### config.mk
export PLATFORM = sky130hd
export DESIGN_NAME = smc_ctrl
export DESIGN_NICKNAME = d
export VERILOG_FILES = /design/src/smc_pkg.sv /design/src/smc_ctrl.sv
export SDC_FILE = /design/constraint.sdc
export NUM_CORES = 1
export LEC_CHECK = 0
export ABC_AREA = 0
export BUFFER_PORTS_ARGS = -buffer_cell sky130_fd_sc_hd__buf_2
export CAP_MARGIN = 15
export CORE_AREA = 2 2 39 41
export CTS_CLUSTER_DIAMETER = 60
export DETAILED_ROUTE_END_ITERATION = 10
export DIE_AREA = 0 0 41 43
export GPL_TIMING_DRIVEN = 0
export PLACE_DENSITY = 0.61
export SLEW_MARGIN = 20
export SYNTH_ARGS = -nofsm -noshare
export SYNTH_HDL_FRONTEND = slang
export SYNTH_SLANG_ARGS = --single-unit
### constraint.sdc
create_clock -name clk -period 4.1 [get_ports clk]
set_clock_uncertainty 0.15 [all_clocks]
set_input_delay 0.615 -clock clk [delete_from_list [all_inputs] [get_ports clk]]
set_output_delay 0.615 -clock clk [all_outputs]
set_load 0.02 [all_outputs]
### src/smc_pkg.sv
// ----------------------------------------------------------------------------
// smc_pkg
// Shared types and constants for the sprite mask collision block: item
// opcodes, controller states, luminance weights and the command and status
// bundles between controller and datapath.
// ----------------------------------------------------------------------------
package smc_pkg;

  // Item opcodes
  typedef enum logic [1:0] {
    OP_WR_A  = 2'd0,
    OP_WR_B  = 2'd1,
    OP_CHECK = 2'd2,
    OP_NONE  = 2'd3
  } op_t;

  // Controller states
  typedef enum logic [3:0] {
    ST_CLEAR,
    ST_IDLE,
    ST_LD_RD,
    ST_LD_WR,
    ST_GEO1,
    ST_GEO2,
    ST_SCAN,
    ST_DRAIN,
    ST_RESULT
  } state_t;

  // Register indexes, decoded from paddr[2]
  typedef enum logic {
    REG_ALPHA_THR = 1'b0,
    REG_LUMA_THR  = 1'b1
  } reg_idx_t;

  localparam logic [7:0] ALPHA_THR_RST = 8'd200;
  localparam logic [8:0] LUMA_THR_RST  = 9'd205;

  // Luminance weights, scaled by LUMA_SCALE
  localparam int unsigned LUMA_WR    = 299;
  localparam int unsigned LUMA_WG    = 587;
  localparam int unsigned LUMA_WB    = 114;
  localparam int unsigned LUMA_SCALE = 1000;
  localparam int unsigned LUM_W      = 19;

  // Controller to datapath
  typedef struct packed {
    logic clr;       // clear one mask row
    logic capture;   // take the input item
    logic ld_rd;     // read the target row, weigh the pixel
    logic ld_wr;     // write back the modified row
    logic geo1;      // rectangle ends and overlap start
    logic geo2;      // overlap size, shifts and start rows
    logic scan;      // issue one overlap row
    logic load_out;  // move the result into the output register
  } smc_cmd_t;

  // Datapath to controller
  typedef struct packed {
    logic clr_last;
    logic ovl;
    logic scan_last;
    logic out_busy;
  } smc_sts_t;

endpackage

### src/smc_ctrl.sv
// ----------------------------------------------------------------------------
// smc_ctrl
// Sequencer: clearing pass after reset, then one item at a time through the
// load, geometry and scan steps, and the hand-off to the output register.
// ----------------------------------------------------------------------------
module smc_ctrl
  import smc_pkg::*;
(
  input  logic       clk,
  input  logic       rst_n,
  input  logic       in_valid,
  input  logic [1:0] in_op,
  output logic       in_stall,
  output smc_cmd_t   cmd,
  input  smc_sts_t   sts
);

  state_t state_r, state_nxt;

  always_ff @(posedge clk) begin
    if (!rst_n) begin
      state_r <= ST_CLEAR;
    end else begin
      state_r <= state_nxt;
    end
  end

  // Next state
  always_comb begin
    state_nxt = state_r;
    unique case (state_r)
      ST_CLEAR: begin
        if (sts.clr_last) state_nxt = ST_IDLE;
      end
      ST_IDLE: begin
        if (in_valid) begin
          unique case (op_t'(in_op))
            OP_WR_A, OP_WR_B: state_nxt = ST_LD_RD;
            OP_CHECK:         state_nxt = ST_GEO1;
            OP_NONE:          state_nxt = ST_RESULT;
          endcase
        end
      end
      ST_LD_RD:  state_nxt = ST_LD_WR;
      ST_LD_WR:  state_nxt = ST_RESULT;
      ST_GEO1:   state_nxt = ST_GEO2;
      ST_GEO2:   state_nxt = sts.ovl ? ST_SCAN : ST_RESULT;
      ST_SCAN: begin
        if (sts.scan_last) state_nxt = ST_DRAIN;
      end
      ST_DRAIN:  state_nxt = ST_RESULT;
      ST_RESULT: begin
        if (!sts.out_busy) state_nxt = ST_IDLE;
      end
      default:   state_nxt = ST_CLEAR;
    endcase
  end

  // Outputs
  always_comb begin
    cmd      = '0;
    in_stall = 1'b1;
    unique case (state_r)
      ST_CLEAR:  cmd.clr = 1'b1;
      ST_IDLE: begin
        in_stall    = 1'b0;
        cmd.capture = in_valid;
      end
      ST_LD_RD:  cmd.ld_rd = 1'b1;
      ST_LD_WR:  cmd.ld_wr = 1'b1;
      ST_GEO1:   cmd.geo1 = 1'b1;
      ST_GEO2:   cmd.geo2 = 1'b1;
      ST_SCAN:   cmd.scan = 1'b1;
      ST_DRAIN:  cmd = '0;
      ST_RESULT: cmd.load_out = !sts.out_busy;
      default:   cmd = '0;
    endcase
  end

endmodule

==> flow_summary.ini <==
[outcome]
status = completed

[yosys]
syn_nets = 55
ys_seq_area_share_pct = 23.62
yosys_warnings = 0
syn_avg_cell_area_um2 = 7.371
netlist_area_um2 = 339.1
synth_seq_cells = 4
postSynthCellCount = 46
yosysUniqueCellTypes = 24

[global_routing]
antenna_found_initial = 0
grt_first_pass_wirelength_um = 1380
track_usage_pct = 11.33
overflow = 0
grt_pass1_vias = 335
grt_max_degree = 11

[timing]
rsz0062_at_grt = false
slew_violations = 0
min_period_over_period_pct = 51.40
slew_headroom_pct = 73.47
layout_min_cycle_time_ns = 2.108
setup_viol = 0
fin_ws_ns = 1.992
clock.fmax_ghz = 0.4745
finalHoldViolations = 0
setup_tns_ns = 0
tightestPinTransition_ns = 0.3980

[clock_tree]
ctsLongestPathBuffers = 2
htreeDepth = 1
root_buffer = clkbuf_4
hold_buffers = 0
cts_setup_buffers = 0
cts_tree = yes
numCtsBuffers = 3
path_clk_slew_ns = 0.03
clkLatencyLatePin_ns = 0.23
cts_num_sinks = 4
cts_resized = 0

[worst_hold_path]
hold_depth = 2
min_path_type = primary input to flop

[final_layout]
top_register = state_r
mostFrequentLayoutCell = buf_2
area_growth_pct = 37.64
drive_gt1_share_pct = 36.36
top_regs = state_r: 4 flops
final_cell_area_um2 = 466.7
n_antenna_cell = 0
layout_common_cells = buf_2, nor3_1, nor2_1, nand2_1, dfxtp_1
final_core_util_pct = 33.73
final_nets = 77
largest_reg_flops = 4

[drt]
wl_met3_um = 69
drt-met1-wl_um = 449
vias_per_cell = 4.890
drt_iter0_markers = 2
highest_layer = met3
wl_um = 901
firstDrtPassIters = 4
ant_nets = 0
vias = 401
route.met2.wl_um = 382
wl_per_cell_um = 10.99
route.detailed.drc = 0

[pwr]
leakagePower_nw = 0.2696
fin_total_pwr_mw = 0.1656
peakVddDrop_mv = 0.1578
cellPowerDensity_nw_per_um2 = 354.9

[placement]
place_area_um2 = 444.2
dp_hpwl_um = 705
dp_slack_ns = 2.231
port_buffers = 17
gp_congestion = 0.7431

[worst_setup_path]
cp.arrival_ns = 1.34
crit_type = flop to output pin
critical_path_depth = 4
critPathTopFamily = buffers and inverters
rr_worst_depth = 3
path_cells = clkbuf_1, nor2_1, and3_1, buf_2
crit_path_max_fanout = 10
crit_slowest_cell = clkbuf_1
required_ns = 3.34
start_kind = flop
end_kind = output pin
critPathBufInv = 2
max_stage_delay_ns = 0.34

[die]
die_h_um = 43
coreArea_um2 = 1384
die_w_um = 41
die_area_um2 = 1763
boundaryPins = 18
rows = 14
start_util_pct = 24.50

[flow_run]
drv_cap = 0
-- power breakdown --
part | switching [mW] | internal, mW | total [mW]
Sequential | 0.00438 | 0.0433 | 0.0476
Combinational | 0.0430 | 0.0294 | 0.0725
Clock | 0.0130 | 0.0325 | 0.0455
-- cell type report --
| cell class | instances | area, µm² |
|---|---|---|
| buffer | 3 | 13.76 |
| clock buffer | 3 | 22.52 |
| fill | 154 | 917.1 |
| inverter | 3 | 11.26 |
| multi-input combinational | 36 | 234.0 |
| sequential | 4 | 80.08 |
| tap | 16 | 20.02 |
| timing repair buffer | 17 | 85.08 |
-- path summary, 6_finish.rpt --
kind / from / slack (ns) / endpoint
min reg2reg: state_r[1] / 0.57 / state_r[0]
max: state_r[1] / 1.99 / cmd[2]
max reg2reg: state_r[0] / 2.62 / state_r[3]
min: rst_n / 0.54 / state_r[2]
-- cell families after synthesis --
family,synth area share [%]
buffers and inverters,7.379
and+or+nand+nor,42.43
AOI/OAI and AO/OA,22.14
muxes,4.427
DFF,23.62
-- Yosys cell counts --
cell,instances,area [µm²]
o22ai_1,1,6.260
nor2b_1,3,18.77
o311ai_1,1,8.760
nor3_1,5,25.02
nand2b_1,2,12.51
nand2_1,4,15.01
a211o_1,1,8.760
nand4bb_1,1,11.26
nor2_1,4,15.01
and3_1,2,12.51
clkbuf_1,1,3.750
nor4_1,3,18.77
a41o_1,1,10.01
inv_2,1,3.750
a21oi_1,1,5.000
and4_1,1,8.760
dfxtp_1,4,80.08
o211a_1,2,20.02
mux2_4,1,15.01
inv_1,2,7.510
o21bai_1,1,7.510
o31a_1,1,8.760
or3_1,1,6.260
buf_2,2,10.01
-- metal layers --
metal,vias up,GRT usage [%]
li1,212,-
met3,0,3.141
met4,0,6.000
met2,18,15.94
met5,-,0
met1,171,15.06
-- stage by stage --
stage,std cells,hold WS (ns)
final,82,0.5376
after global routing,82,0.5375
after CTS,82,0.5239
after detailed placement,79,0.5605
after global placement,79,0.5478
after floorplan,46,0.4753
No activity file was read; power rests on OpenSTA's default activity.
